**src/sv/anmi_pkg.sv**
```systemverilog
// shared constants and types for the adjacency matrix neighbor iterator
package anmi_pkg;

  localparam int MAX_NODES = 64;
  localparam int NODE_W    = $clog2(MAX_NODES);
  localparam int CNT_W     = $clog2(MAX_NODES + 1);
  localparam int CFG_W     = 7;
  localparam int QDEPTH    = 2;
  localparam int QPTR_W    = $clog2(QDEPTH);
  localparam int QCNT_W    = $clog2(QDEPTH + 1);

  // item kind codes
  localparam logic KIND_EDGE  = 1'b0;
  localparam logic KIND_QUERY = 1'b1;

  typedef logic [MAX_NODES-1:0] row_t;
  typedef logic [CNT_W-1:0]     cnt_t;
  typedef logic [NODE_W-1:0]    node_t;

  // classified item passed from front to back
  typedef struct packed {
    logic  kind;
    logic  in_range;
    node_t node;
    node_t target;
  } work_t;

  typedef enum logic {
    BK_IDLE,
    BK_EXEC
  } back_state_t;

endpackage

```
**src/sv/anmi_ifs.sv**
```systemverilog
// channel interfaces: input items, results and configuration writes
interface anmi_item_if;
  logic       valid;
  logic       ready;
  logic       kind;
  logic [5:0] node;
  logic [5:0] target;
  modport source (output valid, output kind, output node, output target, input ready);
  modport sink   (input valid, input kind, input node, input target, output ready);
endinterface


interface anmi_cfg_if;
  logic       valid;
  logic       ready;
  logic [6:0] node_count;
  modport source (output valid, output node_count, input ready);
  modport sink   (input valid, input node_count, output ready);
endinterface

```
**src/sv/anmi_front.sv**
```systemverilog
// front end: node count register, range check and queue push
module anmi_front (
  input  logic            clk,
  input  logic            rst,
  anmi_item_if.sink       items,
  anmi_cfg_if.sink        cfg,
  input  logic            q_full,
  output logic            q_push,
  output anmi_pkg::work_t q_data,
  output anmi_pkg::cnt_t  count
);
  import anmi_pkg::*;

  logic [CFG_W-1:0] node_count;
  logic             node_ok;
  logic             target_ok;
  logic             in_range;

  // configuration register
  always_ff @(posedge clk) begin
    if (rst) begin
      node_count <= CFG_W'(MAX_NODES);
    end else if (cfg.valid && cfg.ready) begin
      node_count <= cfg.node_count;
    end
  end

  assign cfg.ready = 1'b1;

  // saturate to the matrix size
  assign count = (node_count > CFG_W'(MAX_NODES)) ? CNT_W'(MAX_NODES)
                                                  : CNT_W'(node_count);

  // classify the incoming item
  assign node_ok   = (CNT_W'(items.node) < count);
  assign target_ok = (CNT_W'(items.target) < count);
  assign in_range  = (items.kind == KIND_EDGE) ? (node_ok && target_ok) : node_ok;

  assign items.ready = !q_full;

  // out of range edges are taken and dropped here
  assign q_push = items.valid && !q_full && (in_range || items.kind == KIND_QUERY);

  assign q_data.kind     = items.kind;
  assign q_data.in_range = in_range;
  assign q_data.node     = NODE_W'(items.node);
  assign q_data.target   = NODE_W'(items.target);

endmodule

```
**src/flat_wrapper.sv**
```systemverilog
// flat-port wrapper written by rule: the top's interface ports become plain ports
module anmi_front_flat import anmi_pkg::*;
  (clk, rst, q_full, q_push, q_data, count, items_valid, items_kind, items_node, items_target, items_ready, cfg_valid, cfg_node_count, cfg_ready);
  anmi_item_if items_i ();
  anmi_cfg_if cfg_i ();
  input  logic clk;
  input  logic rst;
  input  logic q_full;
  output logic q_push;
  output anmi_pkg::work_t q_data;
  output anmi_pkg::cnt_t count;
  input wire logic [$bits(items_i.valid)-1:0] items_valid;
  input wire logic [$bits(items_i.kind)-1:0] items_kind;
  input wire logic [$bits(items_i.node)-1:0] items_node;
  input wire logic [$bits(items_i.target)-1:0] items_target;
  output wire logic [$bits(items_i.ready)-1:0] items_ready;
  input wire logic [$bits(cfg_i.valid)-1:0] cfg_valid;
  input wire logic [$bits(cfg_i.node_count)-1:0] cfg_node_count;
  output wire logic [$bits(cfg_i.ready)-1:0] cfg_ready;
  assign items_i.valid = items_valid;
  assign items_i.kind = items_kind;
  assign items_i.node = items_node;
  assign items_i.target = items_target;
  assign items_ready = items_i.ready;
  assign cfg_i.valid = cfg_valid;
  assign cfg_i.node_count = cfg_node_count;
  assign cfg_ready = cfg_i.ready;
  anmi_front u_core (.clk(clk), .rst(rst), .items(items_i), .cfg(cfg_i), .q_full(q_full), .q_push(q_push), .q_data(q_data), .count(count));
endmodule
```
**config.mk**
```make
export PLATFORM = sky130hd
export DESIGN_NAME = anmi_front_flat
export DESIGN_NICKNAME = d
export VERILOG_FILES = /design/src/sv/anmi_pkg.sv /design/src/sv/anmi_ifs.sv /design/src/sv/anmi_front.sv /design/src/flat_wrapper.sv
export SDC_FILE = /design/constraint.sdc
export NUM_CORES = 1
export LEC_CHECK = 0
export BUFFER_PORTS_ARGS = -buffer_cell sky130_fd_sc_hd__buf_2
export CAP_MARGIN = 10
export CORE_MARGIN = 2
export CORE_UTILIZATION = 39
export DETAILED_ROUTE_END_ITERATION = 16
export PLACE_DENSITY = 0.78
export SKIP_CTS_REPAIR_TIMING = 1
export SYNTH_ARGS = -nofsm -noshare
export SYNTH_HDL_FRONTEND = slang
export SYNTH_SLANG_ARGS = --single-unit
```
**constraint.sdc**
```tcl
create_clock -name clk -period 2.05 [get_ports clk]
set_input_delay 0.1025 -clock clk [delete_from_list [all_inputs] [get_ports clk]]
set_output_delay 0.1025 -clock clk [all_outputs]
set_load 0.03 [all_outputs]
```
==> run_results.csv <==
group,metric,value,unit
status,status,"finished, violations left",
status,failed_checks,"negative setup slack",
clock_tree,cts_num_sinks,7,
placed_design,dp.cells,127,
sta,min_period,2209,ps
synth,synthArstFlopShare,0,%
detailed_routing,first_iter_violations,2,
detailed_routing,wl_met1,604,um
layout,reg.largest.list,"u_core.node_count: 7 flops",
floorplan,die_h,45.32,um
synth,ys_types,22,
pwr,peakVddDrop,0.3315,mV
detailed_routing,wl,1.615,mm
layout,fin_area,970.9,um^2
sta,grt_setup_unrepaired,"true",
sta,tns,-158.7,ps
pwr,total_power,466.8,uW
sta,finalWorstSetupSlack,-158.7,ps
synth,synth-seq-cells,7,
sta,fin_worst_skew,0,ps
synth,synth_area_leaders,"dfxtp_1, ha_1, buf_4",
synth,synth_warnings,0,
synth,synth_top_cell_by_area,"dfxtp_1",
pwr,combPwrFrac,40.8,%
layout,largest_register_ffs,7,
worst_setup_path,path_cells,"buf_6, nand2b_4, ha_4, nand2_4, o31ai_4, and3b_1, o311a_1, buf_6",
detailed_routing,routed-wl-met2,929,um
layout,final_common_cell,"buf_2",
clock_tree,clock_latency,240,ps
floorplan,floorplan.core_area,0.001559,mm^2
detailed_routing,drtAntennaViolNets,0,
detailed_routing,vias,641,
worst_setup_path,cp-start-kind,"flip-flop",
sta,slew_viol_final,0,
detailed_routing,dr.pass1.iters,2,
clock_tree,root_buffer,"clkbuf_4",
floorplan,die_area,0.002053,mm^2
synth,synth-edff-count,0,
pwr,pwr-share-clk,26.0,%
layout,seq_area,143.9,um^2
synth,ys.flop_type,"dfxtp_1",
synth,syn-num-nets,114,
hold_path,hp-class,"in2reg",
clock_tree,cts_buffer_depth,2,
layout,drive_above_1_share,56.52,%
layout,regMostFlops,"u_core.node_count",
detailed_routing,avgRoutedWirePerCell,12.33,um
placed_design,dpl_cell_area,815.8,um^2
detailed_routing,drc,0,
floorplan,rows,14,
detailed_routing,route.top_layer_used,"met3",
sta,timing.hold.ws,65.58,ps
synth,synthesis.area,665.6,um^2
layout,fillCellCount,153,
global_routing,grt_pass1_wl,2.449,mm
worst_setup_path,cp_slowest_stage_delay,360,ps
pwr,share_seq_of_total_power,33.2,%
clock_tree,cts_made_buffers,3,
layout,synthToLayoutAreaGrowth,45.86,%
layout,multi_input_area,495.5,um^2
synth,synth_area_per_cell,8.426,um^2
layout,antenna_cells,0,
synth,syn_inst,79,
floorplan,start_util,42.70,%
detailed_routing,via_per_inst,4.893,
synth,yosys.area.top_type_share,21.05,%
sta,max_freq,452.8,MHz
placed_design,place_hpwl,1.409,mm
worst_setup_path,cpMostUsedCell,"buf_6",
global_routing,antenna_found_initial,0,
global_routing,grt.total_usage,16.17,%
worst_setup_path,crit_type,"reg2out",
clock_tree,cts_tree,"yes",
synth,ys_seq_area_share,21.05,%
layout,stdcell_count,131,
detailed_routing,met3_length,81,um
worst_setup_path,crit_required,1950,ps
worst_setup_path,cp_max_fo,8,
clock_tree,path_clk_slew,50,ps
global_routing,grt_overflow_total,0,
layout,fin_nets,151,
pwr,p_int,301.9,uW
worst_setup_path,cp-end-kind,"primary output",
global_routing,first_global_vias,614,
placed_design,portBuffers,47,
layout,final_cell_mix,"buf_2, nor2_1, ha_1",
floorplan,die_x,45.32,um
run,max-cap-violations,0,
sta,report.final.hold_viol_count,0,
pwr,swShare,35.33,%
worst_setup_path,arrival,2110,ps
pwr,power.switching,164.9,uW
placed_design,globalplace.congestion,0.6349,
sta,finalCritPeriodShare,107.7,%
clock_tree,htree_levels,1,
sta,finalSetupViolCount,1,
worst_setup_path,worst_path_max_delay_cell,"dfxtp_4",
floorplan,io_pins,49,
pwr,p_per_area,480.7,mW/mm^2
global_routing,grt_max_degree,9,
pwr,leakage,0.5567,nW
-- power by group through the flow --
| stage | Sequential [mW] | Clock (mW) | Combinational [mW] |
|---|---|---|---|
| 6_report | 0.155 | 0.121 | 0.190 |
| 5_1_grt | 0.156 | 0.133 | 0.205 |
| 4_1_cts | 0.151 | 0.129 | 0.162 |
| 3_5_place_dp | 0.154 | 0 | 0.162 |
| 3_3_place_gp | 0.154 | 0 | 0.155 |
| 2_1_floorplan | 0.152 | 0 | 0.123 |
-- critical path, delay by kind of cell, from the launching register on --
kind                     cells  cell delay [ps]
flip-flops                   1              360
AND/OR/NAND/NOR              3              410
AO/OA/AOI/OAI                2              550
buffers and inverters        2              260
adder cells (fa/ha/maj)      1              270
-- cells by family (layout without fill, tap and decap cells) --
| family | Yosys count | in the layout | share of synthesized area [%] |
|---|---|---|---|
| other cells | 1 | 1 | 0.5634 |
| flops | 7 | 7 | 21.05 |
| compound gates | 12 | 12 | 13.35 |
| simple gates | 20 | 20 | 15.79 |
| mux | 6 | 6 | 9.023 |
| buf+inv | 23 | 59 | 21.43 |
| fa+ha+maj | 10 | 10 | 18.80 |
-- stage by stage --
stage	setup WS [ps]	utilization [%]
after floorplan	160.7	-
after global placement	45.42	52.33
after detailed placement	-21.27	52.33
after CTS	-305.9	54.01
after global routing	-256.5	62.28
final	-158.7	62.28
-- cell type report --
class	count	area share [%]
flip-flops and latches	7	14.82
multi-input cells	49	51.03
clock buffers	4	2.706
repair buffers	49	27.06
well taps	16	2.062
inverters	6	2.320
-- synthesized netlist by cell type, types with 2 or more instances --
cell type,count
a21oi_1,4
nand2_1,2
dfxtp_1,7
mux2i_1,6
nand2b_1,6
ha_1,10
clkbuf_1,2
nor2_1,7
inv_1,6
nor2b_1,3
buf_4,15
-- per-layer routing --
layer  global-route usage [%]  up-vias
met5                        0        -
met4                    7.059        0
met3                    1.200        0
met2                    32.00       25
met1                    16.95      294
li1                         -      322
-- path summary, 6_finish.rpt --
path                              from                    to  slack, ps  depth (start not counted)
setup / recovery  u_core.node_count[6]                q_push       -160                          8
hold reg to reg   u_core.node_count[4]  u_core.node_count[4]        550                          2
setup reg to reg  u_core.node_count[6]  u_core.node_count[6]       1220                          2
hold / removal       cfg_node_count[6]  u_core.node_count[6]         70                          2
Power figures use the tool's default switching activity.
