===== config.mk =====
export PLATFORM = sky130hd
export DESIGN_NAME = anmi_queue
export DESIGN_NICKNAME = d
export VERILOG_FILES = /design/src/sv/anmi_pkg.sv /design/src/sv/anmi_queue.sv
export SDC_FILE = /design/constraint.sdc
export NUM_CORES = 1
export LEC_CHECK = 0
export BUFFER_PORTS_ARGS = -buffer_cell sky130_fd_sc_hd__buf_2
export CAP_MARGIN = 20
export CELL_PAD_IN_SITES_DETAIL_PLACEMENT = 1
export CELL_PAD_IN_SITES_GLOBAL_PLACEMENT = 2
export CORE_MARGIN = 3
export CORE_UTILIZATION = 38
export DETAILED_ROUTE_END_ITERATION = 10
export PLACE_DENSITY_LB_ADDON = 0.1
export SLEW_MARGIN = 20
export SYNTH_ARGS = -nofsm -noshare
export SYNTH_HDL_FRONTEND = slang
export SYNTH_SLANG_ARGS = --single-unit

===== constraint.sdc =====
create_clock -name clk -period 4.6 [get_ports clk]
set_clock_uncertainty 0.1 [all_clocks]
set_input_delay 0 -clock clk [delete_from_list [all_inputs] [get_ports clk]]
set_output_delay 0 -clock clk [all_outputs]
set_load 0.02 [all_outputs]

===== src/sv/anmi_pkg.sv =====
// shared constants and types for the adjacency matrix neighbor iterator
package anmi_pkg;

  localparam int MAX_NODES = 64;
  localparam int NODE_W    = $clog2(MAX_NODES);
  localparam int CNT_W     = $clog2(MAX_NODES + 1);
  localparam int CFG_W     = 7;
  localparam int QDEPTH    = 2;
  localparam int QPTR_W    = $clog2(QDEPTH);
  localparam int QCNT_W    = $clog2(QDEPTH + 1);

  // item kind codes
  localparam logic KIND_EDGE  = 1'b0;
  localparam logic KIND_QUERY = 1'b1;

  typedef logic [MAX_NODES-1:0] row_t;
  typedef logic [CNT_W-1:0]     cnt_t;
  typedef logic [NODE_W-1:0]    node_t;

  // classified item passed from front to back
  typedef struct packed {
    logic  kind;
    logic  in_range;
    node_t node;
    node_t target;
  } work_t;

  typedef enum logic {
    BK_IDLE,
    BK_EXEC
  } back_state_t;

endpackage


===== src/sv/anmi_queue.sv =====
// two-entry queue between front and back
module anmi_queue (
  input  logic           clk,
  input  logic           rst,
  input  logic           push,
  input  anmi_pkg::work_t push_data,
  output logic           full,
  input  logic           pop,
  output logic           not_empty,
  output anmi_pkg::work_t head
);
  import anmi_pkg::*;

  work_t             slots [QDEPTH];
  logic [QPTR_W-1:0] wr_ptr;
  logic [QPTR_W-1:0] rd_ptr;
  logic [QCNT_W-1:0] fill;

  assign full      = (fill == QCNT_W'(QDEPTH));
  assign not_empty = (fill != '0);
  assign head      = slots[rd_ptr];

  // pointers and fill level
  always_ff @(posedge clk) begin
    if (rst) begin
      wr_ptr <= '0;
      rd_ptr <= '0;
      fill   <= '0;
    end else begin
      if (push) begin
        wr_ptr <= (wr_ptr == QPTR_W'(QDEPTH - 1)) ? '0 : wr_ptr + 1'b1;
      end
      if (pop) begin
        rd_ptr <= (rd_ptr == QPTR_W'(QDEPTH - 1)) ? '0 : rd_ptr + 1'b1;
      end
      if (push && !pop) begin
        fill <= fill + 1'b1;
      end else if (pop && !push) begin
        fill <= fill - 1'b1;
      end
    end
  end

  // entry storage
  always_ff @(posedge clk) begin
    if (push) begin
      slots[wr_ptr] <= push_data;
    end
  end

endmodule


==> results.json, run 1 <==
{
  "outcome": "finished clean",
  "synth_simple_gate_area_share_pct": 4.01,
  "wl_per_cell_um": 13.8,
  "synth_top_area_share_pct": 69.1,
  "htreeDepth": 2,
  "drc_errors": 0,
  "antenna_found_initial": 0,
  "rows": 19,
  "synth_compound_gate_area_share_pct": 0.823,
  "root_buffer": "clkbuf_4",
  "synth_area_sq_um": 1220,
  "setup.worst_path.start_class": "flop",
  "cp_cell_sequence": "mux2_2 > buf_2",
  "hold_path_class": "input pin to flop",
  "crit_type": "flop to output port",
  "ctsHoldBuffers": 17,
  "die_h_um": 62.6,
  "dieArea_sq_um": 3920,
  "synth_area_leaders": "edfxtp_1, mux2_2, dfxtp_1",
  "num_antenna_cells": 0,
  "numClockSinks": 33,
  "seq_area_frac_synth_pct": 77.4,
  "fin_ws_ns": 2.86,
  "yosys.area.top_type": "edfxtp_1",
  "synthAdderAreaFrac_pct": 1.03,
  "max_freq_ghz": 0.576,
  "yosysWarnings": 0,
  "grt_pass1_wl_um": 3810,
  "power_density_nw_per_um2": 367,
  "synth_top_family_by_area": "multiplexers",
  "total_power_mw": 0.606,
  "dr.pass1.iters": 3,
  "drt-total-wl_um": 2270,
  "final_cell_mix": "buf_2, edfxtp_1, dlygate4sd3_1",
  "cp-end-kind": "output port",
  "postSynthCellCount": 65,
  "cpPeakStageDelay_ns": 0.74,
  "viasPerCell": 4.56,
  "track_usage_pct": 13.1,
  "setup_viol": 0,
  "worst_pin_slew_ns": 0.721,
  "io_pins": 34,
  "dp_slack_ns": 3.12,
  "final.setup.tns_ns": 0,
  "insertion_delay_ns": 0.32,
  "fin_crit_ns": 1.74,
  "hpwlAfterDp_um": 1460,
  "rsz0062_at_grt": "no",
  "cts_tree": "yes",
  "p_leak_nw": 0.649,
  "ys_types": 16,
  "critPathArrivalTime_ns": 1.64,
  "relSlewSlack_pct": 51.7,
  "holdWs_ns": 0.0612,
  "ys_ff_latch": 33,
  "port_buffers": 33,
  "initial_utilization_pct": 41.9,
  "synth_xor_xnor_area_share_pct": 2.88,
  "via_count": 748,
  "synth_mux_area_share_pct": 13.0,
  "ant_nets": 0,
  "path_clk_slew_ns": 0.09,
  "die-width_um": 62.6,
  "worst-path-buf-inv": 1,
  "grt_max_degree": 15,
  "grt_pass1_vias": 834,
  "nets": 140,
  "synth_nets": 84,
  "report.final.slew_viol_count": 0,
  "grt-ovfl-total": 0,
  "critPathRequiredTime_ns": 4.50,
  "drtIter0Drc": 13,
  "critPathSlowestCell": "dfxtp_1",
  "post_cts_buffers": 0,
  "peakVddDrop_uv": 229,
  "avgSynthCellArea_sq_um": 18.7,
  "period_share_pct": 37.8,
  "core-area_sq_um": 2900,
  "maxCapViolCount": 0,
  "drive_above_1_share_pct": 46.7,
  "cp_top_family": "flip-flops",
  "cts_resized": 0,
  "hold_viol_final": 0,
  "layout_commonest_cell": "buf_2",
  "path_max_fanout": 14,
  "syn2layout_area_growth_pct": 35.7,
  "clock_path_buffers": 2,
  "cts_made_buffers": 5,
  "place_congestion": 0.677
}
## cell families after synthesis
| kind of cell | count (synthesis) |
|---|---|
| AOI/OAI and AO/OA | 2 |
| adders and majority gates | 1 |
| buffers and inverters | 2 |
| xor gates and xnor gates | 4 |
| muxes | 14 |
| and+or+nand+nor | 9 |
| DFF | 33 |
## synth_stat cells (all sizes together)
| cell type | instances |
|---|---|
| nor2 | 4 |
| or3 | 1 |
| inv | 1 |
| or2 | 1 |
| a21oi | 1 |
| and2 | 1 |
| o21ai | 1 |
| dfxtp | 5 |
| buf | 1 |
| mux2 | 14 |
| ha | 1 |
| nor2b | 1 |
| xnor2 | 2 |
| xor2 | 2 |
| and2b | 1 |
| edfxtp | 28 |
## registers in the layout, indices dropped and copies added, names as in the netlist, named ones only
register	count
slots	28
fill	2
rd_ptr	1
wr_ptr	1
## metal layers
metal	GRT usage, %	part of all wire [%]	up-vias
met5	0	0	-
met4	5.79	2.2	0
met3	5.76	5.7	6
met2	25.2	57	22
met1	11.4	35	367
li1	-	-	353
## report_power, final
group / leakage [nW] / switching, mW / internal, mW
registers: 0.304 / 0.0117 / 0.347
clock network: 0.0320 / 0.0915 / 0.0581
logic: 0.313 / 0.0501 / 0.0483
## stage by stage
step	utilization [%]	instance area (sq um)	instances
6_report	56.9	1650	164
2_1_floorplan	-	1220	65
5_1_grt	56.9	1650	164
3_3_place_gp	49.2	1430	139
3_5_place_dp	49.3	1430	139
4_1_cts	56.9	1650	164
## area by class of cell
cell class | count | area (sq um)
Fill cell | 295 | 1250
Sequential cell | 33 | 941
Timing Repair Buffer | 50 | 335
Multi-Input combinational cell | 30 | 267
Tap cell | 42 | 52.6
Clock buffer | 6 | 41.3
Clock inverter | 2 | 10.0
Inverter | 1 | 3.75
## path summary, 6_finish.rpt
kind,startpoint,to,slack [ns],cells past startpoint
max,flop,head[9],2.86,2
min reg2reg,fill[1]$_SDFFE_PP0P_,fill[1]$_SDFFE_PP0P_,0.42,2
max reg2reg,wr_ptr$_SDFFE_PP0P_,slots[1][13]$_DFFE_PP_,3.15,1
min,push,fill[0]$_SDFFE_PP0P_,0.06,4
Note: power is estimated with default switching activity, not from simulation.
==> run 2, diff against run 1 <==
CORE_UTILIZATION = 35   (was 38)
clock period = 1.7 ns   (was 4.6 ns; I/O delays follow)
==> run 2 against run 1 <==
Sequential cell count is the same. Sequential power grew to 2.7 times the previous value. Final cell count is 4.3% higher. Largest cell class unchanged. Design area is 2.1% higher. Hold slack worse by 0.0096 ns. Non-clock buffer count rose by 5. Total power rose to 2.7 times the previous value.
==> results.json, run 2 (same netlist as run 1, synthesis figures left out) <==
{
  "outcome": "finished clean",
  "critPathSlowestCell": "mux2_2",
  "drc_errors": 0,
  "report.final.slew_viol_count": 0,
  "maxCapViolCount": 0,
  "cp_cell_sequence": "buf_4 > mux2_2 > buf_2",
  "clock_path_buffers": 2,
  "core-area_sq_um": 3180,
  "setup.worst_path.start_class": "flop",
  "power_density_nw_per_um2": 976,
  "max_freq_ghz": 0.694,
  "relSlewSlack_pct": 87.0,
  "cts_made_buffers": 5,
  "critPathArrivalTime_ns": 1.34,
  "drive_above_1_share_pct": 46.5,
  "worst_pin_slew_ns": 0.193,
  "cp-end-kind": "output port",
  "cts_tree": "yes",
  "grt_max_degree": 15,
  "wl_per_cell_um": 13.1,
  "dr.pass1.iters": 4,
  "die_h_um": 64.9,
  "worst-path-buf-inv": 2,
  "grt_pass1_wl_um": 3600,
  "final_cell_mix": "buf_2, edfxtp_1, dlygate4sd3_1",
  "antenna_found_initial": 0,
  "ant_nets": 0,
  "reg_top3": "slots: 28 flops, fill: 2 flops",
  "p_leak_nw": 0.668,
  "nets": 145,
  "root_buffer": "clkbuf_4",
  "track_usage_pct": 11.9,
  "path_max_fanout": 8,
  "place_congestion": 0.604,
  "io_pins": 34,
  "cpPeakStageDelay_ns": 0.35,
  "critPathRequiredTime_ns": 1.60,
  "num_antenna_cells": 0,
  "peakVddDrop_uv": 447,
  "largest_reg_flops": 28,
  "path_clk_slew_ns": 0.09,
  "dieArea_sq_um": 4220,
  "grt-ovfl-total": 0,
  "grt_pass1_vias": 819,
  "rsz0062_at_grt": "no",
  "hpwlAfterDp_um": 1620,
  "initial_utilization_pct": 38.3,
  "syn2layout_area_growth_pct": 38.6,
  "cts_resized": 0,
  "port_buffers": 33,
  "cp_top_family": "multiplexers",
  "layout_commonest_cell": "buf_2",
  "htreeDepth": 2,
  "total_power_mw": 1.65,
  "hold_viol_final": 0,
  "regMostFlops": "slots",
  "die-width_um": 64.9,
  "numClockSinks": 33,
  "period_share_pct": 84.8,
  "via_count": 751,
  "setup_viol": 0,
  "hold_path_class": "input pin to flop",
  "insertion_delay_ns": 0.31,
  "rows": 20,
  "crit_type": "flop to output port",
  "viasPerCell": 4.39,
  "fin_crit_ns": 1.44,
  "drt-total-wl_um": 2240,
  "final.setup.tns_ns": 0,
  "drtIter0Drc": 20
}
run 2: changes by cell type in the layout (fill, tap and decap cells not counted):
cell      delta
clkbuf_1     +2
clkinv_2     -2
nor2b_1      +1
nor2b_2      -1
buf_4        +5
run 2: metrics by stage:
stage	hold slack (ns)	setup WS [ns]	std cells	area (sq um)	util, %
2_1_floorplan	-0.0309	0.237	65	1220	-
3_3_place_gp	0.0891	0.601	146	1470	46.1
3_5_place_dp	0.0925	0.571	146	1470	46.1
4_1_cts	0.0407	0.216	171	1690	53.0
5_1_grt	0.0503	0.159	171	1690	53.0
6_report	0.0515	0.259	171	1690	53.0
run 2: layer usage:
metal	global-route usage, %	vias to the layer above	wire length, um
li1	-	365	-
met1	11.6	365	853
met2	21.3	19	1240
met3	6.24	2	125
met4	3.96	0	20
met5	0	-	0
run 2: worst register-to-register path, delay by kind of cell, from the launching register on:
kind	cells	cell delay (ns)
xor gates and xnor gates	1	0.13
and+or+nand+nor	1	0.05
DFF	1	0.37
buffers and inverters	1	0.54
run 2: repair_timing:
item / 4_1_cts / 5_1_grt
hold buffers: 17 / 0
hold endpoints to repair: 33 / 0
buffers inserted: 0 / 0
run 2: final timing paths:
| check | from | to | slack (ns) | cells past startpoint |
|---|---|---|---|---|
| setup / recovery | flop | head[12] | 0.26 | 3 |
| hold / removal | push | fill[0]$_SDFFE_PP0P_ | 0.05 | 4 |
| setup reg to reg | wr_ptr$_SDFFE_PP0P_ | wr_ptr$_SDFFE_PP0P_ | 0.41 | 3 |
| hold reg to reg | fill[1]$_SDFFE_PP0P_ | fill[1]$_SDFFE_PP0P_ | 0.41 | 2 |
run 2: report_power, final:
group	switching (mW)	total (mW)	internal, mW
clock network	0.231	0.396	0.165
registers	0.0194	0.957	0.937
logic	0.150	0.293	0.143
total	0.400	1.65	1.24
run 2: final cells by class:
class                   count  area, sq um
clock buffers               8         48.8
fillers                   326         1490
inverters                   1         3.75
multi-input cells          30          264
flip-flops and latches     33          941
well taps                  44         55.1
repair buffers             55          373
