--- src/sv/anmi_pkg.sv ---
// shared constants and types for the adjacency matrix neighbor iterator
package anmi_pkg;

  localparam int MAX_NODES = 64;
  localparam int NODE_W    = $clog2(MAX_NODES);
  localparam int CNT_W     = $clog2(MAX_NODES + 1);
  localparam int CFG_W     = 7;
  localparam int QDEPTH    = 2;
  localparam int QPTR_W    = $clog2(QDEPTH);
  localparam int QCNT_W    = $clog2(QDEPTH + 1);

  // item kind codes
  localparam logic KIND_EDGE  = 1'b0;
  localparam logic KIND_QUERY = 1'b1;

  typedef logic [MAX_NODES-1:0] row_t;
  typedef logic [CNT_W-1:0]     cnt_t;
  typedef logic [NODE_W-1:0]    node_t;

  // classified item passed from front to back
  typedef struct packed {
    logic  kind;
    logic  in_range;
    node_t node;
    node_t target;
  } work_t;

  typedef enum logic {
    BK_IDLE,
    BK_EXEC
  } back_state_t;

endpackage

--- src/sv/anmi_ifs.sv ---


interface anmi_result_if;
  logic       valid;
  logic       ready;
  logic [5:0] neighbor;
  logic       found;
  modport source (output valid, output neighbor, output found, input ready);
  modport sink   (input valid, input neighbor, input found, output ready);
endinterface


--- src/sv/anmi_back.sv ---
// back end: row and cursor memories, next-neighbor scan and result register
module anmi_back (
  input  logic            clk,
  input  logic            rst,
  input  logic            q_valid,
  input  anmi_pkg::work_t q_head,
  output logic            q_pop,
  input  anmi_pkg::cnt_t  count,
  anmi_result_if.source   results
);
  import anmi_pkg::*;

  back_state_t state;
  back_state_t state_next;

  // memories, rows valid-tracked so reset reads as zero
  row_t rows    [MAX_NODES];
  cnt_t cursors [MAX_NODES];
  logic [MAX_NODES-1:0] row_valid;
  logic [MAX_NODES-1:0] cur_valid;
  logic [MAX_NODES-1:0] exhausted;

  // item under execution and its read data
  work_t cur_item;
  row_t  row_rd;
  logic  row_ok;
  cnt_t  cur_rd;
  logic  cur_ok;
  logic  exh_rd;

  logic  res_valid;
  node_t res_neighbor;
  logic  res_found;

  row_t  row_eff;
  cnt_t  cursor_eff;
  row_t  hits;
  logic  hit_any;
  node_t hit_idx;
  logic  out_free;
  logic  go;
  logic  do_edge;
  logic  do_query;
  logic  do_scan;

  // state register
  always_ff @(posedge clk) begin
    if (rst) begin
      state <= BK_IDLE;
    end else begin
      state <= state_next;
    end
  end

  // next state
  always_comb begin
    state_next = state;
    unique case (state)
      BK_IDLE: if (q_valid) state_next = BK_EXEC;
      BK_EXEC: if (go) state_next = BK_IDLE;
      default: state_next = BK_IDLE;
    endcase
  end

  // control outputs
  always_comb begin
    q_pop    = 1'b0;
    do_edge  = 1'b0;
    do_query = 1'b0;
    unique case (state)
      BK_IDLE: q_pop = q_valid;
      BK_EXEC: begin
        do_edge  = go && (cur_item.kind == KIND_EDGE);
        do_query = go && (cur_item.kind == KIND_QUERY);
      end
      default: q_pop = 1'b0;
    endcase
  end

  assign out_free = !res_valid || results.ready;
  assign go       = (cur_item.kind == KIND_EDGE) || out_free;
  assign do_scan  = do_query && cur_item.in_range && !exh_rd;

  // memory read for the item being popped
  always_ff @(posedge clk) begin
    if (q_pop) begin
      cur_item <= q_head;
      row_rd   <= rows[q_head.node];
      cur_rd   <= cursors[q_head.node];
    end
  end

  // valid bits sampled together with the read
  always_ff @(posedge clk) begin
    if (rst) begin
      row_ok <= 1'b0;
      cur_ok <= 1'b0;
      exh_rd <= 1'b0;
    end else if (q_pop) begin
      row_ok <= row_valid[q_head.node];
      cur_ok <= cur_valid[q_head.node];
      exh_rd <= exhausted[q_head.node];
    end
  end

  assign row_eff    = row_ok ? row_rd : '0;
  assign cursor_eff = cur_ok ? cur_rd : '0;

  // columns from cursor up to the node count
  always_comb begin
    for (int c = 0; c < MAX_NODES; c++) begin
      hits[c] = row_eff[c] && (CNT_W'(c) >= cursor_eff) && (CNT_W'(c) < count);
    end
  end

  // lowest set column
  always_comb begin
    hit_any = 1'b0;
    hit_idx = '0;
    for (int c = MAX_NODES - 1; c >= 0; c--) begin
      if (hits[c]) begin
        hit_any = 1'b1;
        hit_idx = NODE_W'(c);
      end
    end
  end

  // memory write back
  always_ff @(posedge clk) begin
    if (do_edge) begin
      rows[cur_item.node] <= row_eff | (row_t'(1) << cur_item.target);
    end
    if (do_scan) begin
      cursors[cur_item.node] <= hit_any ? CNT_W'(hit_idx) + 1'b1 : '0;
    end
  end

  // per-node flags
  always_ff @(posedge clk) begin
    if (rst) begin
      row_valid <= '0;
      cur_valid <= '0;
      exhausted <= '0;
    end else begin
      if (do_edge) begin
        row_valid[cur_item.node] <= 1'b1;
      end
      if (do_scan) begin
        cur_valid[cur_item.node] <= 1'b1;
        if (!hit_any) begin
          exhausted[cur_item.node] <= 1'b1;
        end
      end
    end
  end

  // result register
  always_ff @(posedge clk) begin
    if (rst) begin
      res_valid <= 1'b0;
    end else if (do_query) begin
      res_valid <= 1'b1;
    end else if (results.ready) begin
      res_valid <= 1'b0;
    end
  end

  always_ff @(posedge clk) begin
    if (do_query) begin
      res_found    <= do_scan && hit_any;
      res_neighbor <= (do_scan && hit_any) ? hit_idx : '0;
    end
  end

  assign results.valid    = res_valid;
  assign results.neighbor = 6'(res_neighbor);
  assign results.found    = res_found;

endmodule

--- src/flat_wrapper.sv ---
// flat-port wrapper written by rule: the top's interface ports become plain ports
module anmi_back_flat import anmi_pkg::*;
  (clk, rst, q_valid, q_head, q_pop, count, results_valid, results_neighbor, results_found, results_ready);
  anmi_result_if results_i ();
  input  logic clk;
  input  logic rst;
  input  logic q_valid;
  input  anmi_pkg::work_t q_head;
  output logic q_pop;
  input  anmi_pkg::cnt_t count;
  output wire logic [$bits(results_i.valid)-1:0] results_valid;
  output wire logic [$bits(results_i.neighbor)-1:0] results_neighbor;
  output wire logic [$bits(results_i.found)-1:0] results_found;
  input wire logic [$bits(results_i.ready)-1:0] results_ready;
  assign results_valid = results_i.valid;
  assign results_neighbor = results_i.neighbor;
  assign results_found = results_i.found;
  assign results_i.ready = results_ready;
  anmi_back u_core (.clk(clk), .rst(rst), .q_valid(q_valid), .q_head(q_head), .q_pop(q_pop), .count(count), .results(results_i));
endmodule
--- config.mk ---
export PLATFORM = sky130hd
export DESIGN_NAME = anmi_back_flat
export DESIGN_NICKNAME = d
export VERILOG_FILES = /design/src/sv/anmi_pkg.sv /design/src/sv/anmi_ifs.sv /design/src/sv/anmi_back.sv /design/src/flat_wrapper.sv
export SDC_FILE = /design/constraint.sdc
export NUM_CORES = 2
export LEC_CHECK = 0
export BUFFER_PORTS_ARGS = -buffer_cell sky130_fd_sc_hd__buf_4
export CAP_MARGIN = 10
export CORE_ASPECT_RATIO = 1.75
export CORE_MARGIN = 2
export CORE_UTILIZATION = 30
export CTS_CLUSTER_DIAMETER = 30
export CTS_CLUSTER_SIZE = 20
export DETAILED_ROUTE_END_ITERATION = 7
export HOLD_SLACK_MARGIN = 0.08
export PLACE_DENSITY = 0.5
export SLEW_MARGIN = 5
export SYNTH_ARGS = -nofsm -noshare
export SYNTH_HDL_FRONTEND = slang
export SYNTH_MEMORY_MAX_BITS = 65536
export SYNTH_SLANG_ARGS = --single-unit
--- constraint.sdc ---
create_clock -name clk -period 5.5 [get_ports clk]
set_input_delay 0.55 -clock clk [delete_from_list [all_inputs] [get_ports clk]]
set_output_delay 0.55 -clock clk [all_outputs]
set_load 0.01 [all_outputs]
==> summary.md <==
| Metric | Value |
|---|---|
| Seq. cell area | roughly 140000 sq um |
| Clock-pin transition on the worst setup and hold timing paths | approximately 60 ps |
| Run status | finished clean |
| Total Die Area | roughly 630000 sq um |
| Count of buffering cells on the critical path with inverters included | 4 |
| End point of the most critical hold path | u_core.cur_item[13]$_DFFE_PP_ |
| TritonCTS clock tree | done |
| Area fraction in compound gates after synthesis | between 1 and 1.5% |
| Portion of the post-synthesis area used by sequential elements | a little under 80% |
| Layout Skew | roughly 74 ps |
| Static leakage power | 66.1 nW |
| Multiplexer fraction of the synthesized cell area | between 10% and 20% |
| Die X-Extent | between 500 and 600 um |
| Total overflow reported by the global router | 0 |
| Footprint of the multi-input gates | approximately 42000 sq um |
| R2r endpoint | u_core.cursors[62][6]$_DFFE_PP_ |
| Synth Cell Area | 186000 sq um |
| Part of the cycle the worst path needs | between 90 and 100% |
| Crit path max-delay cell type | sky130_fd_sc_hd__edfxtp_1 |
| Relative slew margins | roughly 9% |
| Core occupancy in the finished layout | 35.8% |
| Maximum buffer depth of the clock tree | 5 |
| Library cells used by synthesis | slightly above 80 |
| Clock latency at the later pin of the worst-skew pair | between 1000 and 1500 ps |
| Fmax | around 200 MHz |
| Reg2reg start | u_core.cur_rd[3]$_DFFE_PP_ |
| Max-slew violation total from the final report | 0 |
| Average size of a mapped cell | 23.3 sq um |
| Effective utilization at floorplan | 30.1% |
| Async S/R FF share, synth | 0% |
| Net count of the mapped netlist | roughly 8000 |
| Most used standard cell by instance count after synthesis | sky130_fd_sc_hd__edfxtp_1 |
| Max incr delay on CP | between 700 and 800 ps |
| Register bit total from synthesis | between 4000 and 5000 |
| Number of cells on the worst reg-to-reg path | 15 |
| Worst Slack Setup Final | ~400 ps |
| Adder-cell share of the synthesized area | less than 1% |
| Pin count of the biggest net entering global routing | roughly 110 |
| Global-route wire length before repair | 815000 um |
| Total global routing track utilization | a little under a fifth |
| Min-delay src | q_valid |
| Root cell of the clock tree | sky130_fd_sc_hd__clkbuf_16 |
| Final GP Congestion | slightly below 0.9 |
| Combinational family with the most area after synthesis | multiplexers |
| Number of nets in the layout | 8640 |
| First DRT Iteration DRCs | around 10000 |
| Sink Count | 4833 |
| Detail-routed net length per standard cell | 34.7 um |
| Max H-tree Level | 6 |
| Sum Neg Setup Slack | 0 ps |
| Maximum fanout count along the critical path | 64 |
| Die outline height | between 1000 and 1500 um |
| Simple-gate portion of the synthesized area | under 10% |
| Filler Cells Inserted | roughly 56000 |
| Synth top area cells | sky130_fd_sc_hd__edfxtp_1 (75%), sky130_fd_sc_hd__mux4_2 (19%), sky130_fd_sc_hd__dfxtp_1 (2.1%) |
| Routed WL | just over 600000 um |
| Class of the tightest hold or removal check | input pin to register |
| Core Area | 617000 sq um |
| Number of vias per cell | about 5.2 |
| Area share of the largest cell type after synthesis | about three quarters |
| Post-synth EDFFs | 4636 |
| Actual transition at the worst max-transition pin | approximately 1400 ps |
| Required @ worst endpoint | about 6300 ps |
| Reg2reg setup slack | between 300 and 400 ps |
| Share of cells above drive strength 1 | between 30% and 40% |
| Worst path arrival time | ~6000 ps |
| Standard-cell row count | 382 |
| Top cell type by total area after synthesis | sky130_fd_sc_hd__edfxtp_1 |
| Critical Setup Path Class | register to register |
| Worst ir drop on vdd | ~0.38 mV |
| Leading cell types by count after synthesis | sky130_fd_sc_hd__edfxtp_1 (4636), sky130_fd_sc_hd__mux4_2 (1554), sky130_fd_sc_hd__nor2_1 (491), sky130_fd_sc_hd__clkbuf_1 (296), sky130_fd_sc_hd__dfxtp_1 (197) |
| Setup crit end kind | register |
| Unrepaired setup endpoints after global routing | false |
| Layout-stage area growth over the synthesis result | 19.1% |
| Critical Path Stages | 15 |
| Worst slack, placed | between 30 and 40 ps |
| Power Density | around 370 nW/um^2 |
| Antenna violation net count after detailed routing | 0 |
| Power, Total | 82.5 mW |
| Final routed DRC violation total | 0 |
| CTS buffer count | 595 |
| Via count of the routed design | roughly 91000 |
| Number of hold-slack violations in the final timing report | 0 |
| Leading register cell type out of synthesis | sky130_fd_sc_hd__edfxtp_1 |
| Initial antenna violation count | 30 |
| Ports placed on the boundary | 34 |
| Max-cap viol count | 0 |
| Worst Hold Path Cells | 3 |
| Sort of element at the start of the critical path | register |
| Synthesis Warnings | 0 |
| Series of cell instances along the critical path | buf_4 -> nand4_1 -> a2111oi_4 -> or4_1 -> o32ai_1 -> nor4_1 -> a31oi_1 -> buf_4 -> nor3_1 -> o21a_1 -> ha_1 -> inv_1 -> or4_1 -> nor2_4 -> buf_12 |
| Largest delay share family, worst path | simple AND/OR/NAND/NOR gates |
| Share of the synthesized netlist area taken by xor and xnor gates | less than 1% |
| Setup Viol. Count Final | 0 |
| Number of cells produced by synthesis | 7961 |
| First-pass DRT Iterations | 5 |
| Total of buffers placed on input and output ports | 33 |
| Estimated wirelength of the detail-placed design | approximately 340000 um |
| Min Tclk post-route | about 5100 ps |
| Vias in the first global route | 95000 |
==> final cells by class <==
type / count / share of cell area [%]
well taps: 8256 / 4.67
diodes: 55 / 0.0623
clock inverters: 385 / 1.91
flip-flops and latches: 4833 / 64.8
multi-input cells: 2675 / 19.0
inverters: 7 / 0.0119
repair buffers: 502 / 2.57
clock buffers: 649 / 7.01
==> registers in the layout, indices dropped and copies added, names as in the netlist <==
| signal | count |
|---|---|
| u_core.cur_item | 14 |
| u_core.cur_ok | 1 |
| u_core.cur_rd | 7 |
| u_core.cur_valid | 64 |
| u_core.cursors | 448 |
| u_core.exh_rd | 1 |
| u_core.exhausted | 64 |
| u_core.results.found | 1 |
| u_core.results.neighbor | 6 |
| u_core.results.valid | 1 |
| u_core.row_ok | 1 |
| u_core.row_rd | 64 |
| u_core.row_valid | 64 |
| u_core.rows | 4096 |
| u_core.state | 1 |
==> timing repair <==
action / in CTS / in global routing
buffers inserted: 0 / 0
gates resized for setup: 0 / 1
hold buffers: 11 / 0
setup endpoints to repair: 0 / 32
hold endpoints to repair: 72 / 0
==> placed cells by master (no fill, tap or decap), types with 18 or more instances in the layout <==
| cell | n |
|---|---|
| sky130_fd_sc_hd__a21oi_1 | 104 |
| sky130_fd_sc_hd__buf_12 | 146 |
| sky130_fd_sc_hd__buf_4 | 339 |
| sky130_fd_sc_hd__bufinv_16 | 52 |
| sky130_fd_sc_hd__clkbuf_1 | 34 |
| sky130_fd_sc_hd__clkbuf_16 | 613 |
| sky130_fd_sc_hd__clkinv_1 | 47 |
| sky130_fd_sc_hd__clkinv_2 | 62 |
| sky130_fd_sc_hd__clkinv_4 | 38 |
| sky130_fd_sc_hd__clkinv_8 | 18 |
| sky130_fd_sc_hd__clkinvlp_4 | 50 |
| sky130_fd_sc_hd__dfxtp_1 | 196 |
| sky130_fd_sc_hd__diode_2 | 55 |
| sky130_fd_sc_hd__edfxtp_1 | 4636 |
| sky130_fd_sc_hd__inv_6 | 75 |
| sky130_fd_sc_hd__inv_8 | 40 |
| sky130_fd_sc_hd__mux4_2 | 1554 |
| sky130_fd_sc_hd__nand2_1 | 113 |
| sky130_fd_sc_hd__nand3_1 | 28 |
| sky130_fd_sc_hd__nor2_1 | 398 |
| sky130_fd_sc_hd__nor2_2 | 26 |
| sky130_fd_sc_hd__nor2_4 | 67 |
| sky130_fd_sc_hd__o21ai_0 | 24 |
| sky130_fd_sc_hd__o21ai_4 | 62 |
==> power breakdown <==
| group | leakage [nW] | switching [mW] | total, mW | internal [mW] |
|---|---|---|---|---|
| Clock | 9.56 | 16.2 | 39.4 | 23.2 |
| Sequential | 41.9 | 0.0745 | 40.0 | 40.0 |
| Combinational | 14.6 | 1.78 | 3.11 | 1.33 |
| Total | 66.1 | 18.0 | 82.5 | 64.5 |
==> tightest hold or removal path, stage by stage <==
cell and delay (ps):
sky130_fd_sc_hd__buf_4 110, sky130_fd_sc_hd__nor2b_4 120, sky130_fd_sc_hd__buf_12 170
==> cells by family (layout without fill, tap and decap cells) <==
logic type               count (synthesis)  in the layout
AO/OA/AOI/OAI                          329            329
adder cells (fa/ha/maj)                  1              1
AND/OR/NAND/NOR                        785            785
multiplexers                          1557           1557
XOR/XNOR                                 3              3
other                                    0             55
flip-flops                            4833           4833
buffers and inverters                  453           1543
==> layer usage <==
layer | track usage, % | part of all wire (%) | vias up
met5 | 0 | 0.015 | -
met4 | 8.78 | 4.6 | 12
met3 | 2.57 | 4.9 | 1087
met2 | 35.3 | 54 | 3318
met1 | 21.7 | 36 | 50600
li1 | - | - | 35500
==> metrics by stage <==
stage | hold WS [ps] | instances | area (sq um)
after floorplan | 431 | 7961 | 186000
final | 138 | 17400 | 221000
after global routing | 194 | 17400 | 221000
after CTS | 189 | 17300 | 221000
after global placement | 442 | 16300 | 201000
after detailed placement | 455 | 16300 | 201000
==> worst max-delay path by stage <==
| stage | to | from | slack, ps |
|---|---|---|---|
| 2_1_floorplan | u_core.cursors[0][4]$_DFFE_PP_ | count[3] | 160 |
| 3_3_place_gp | u_core.cursors[58][1]$_DFFE_PP_ | count[2] | 50 |
| 3_5_place_dp | u_core.cursors[15][1]$_DFFE_PP_ | count[2] | 30 |
| 4_1_cts | u_core.cursors[61][1]$_DFFE_PP_ | u_core.cur_rd[3]$_DFFE_PP_ | 100 |
| 5_1_grt | u_core.cursors[62][6]$_DFFE_PP_ | u_core.cur_rd[3]$_DFFE_PP_ | 140 |
| 6_report | u_core.cursors[62][6]$_DFFE_PP_ | u_core.cur_rd[3]$_DFFE_PP_ | 390 |
(Power assumes the default switching activity.)
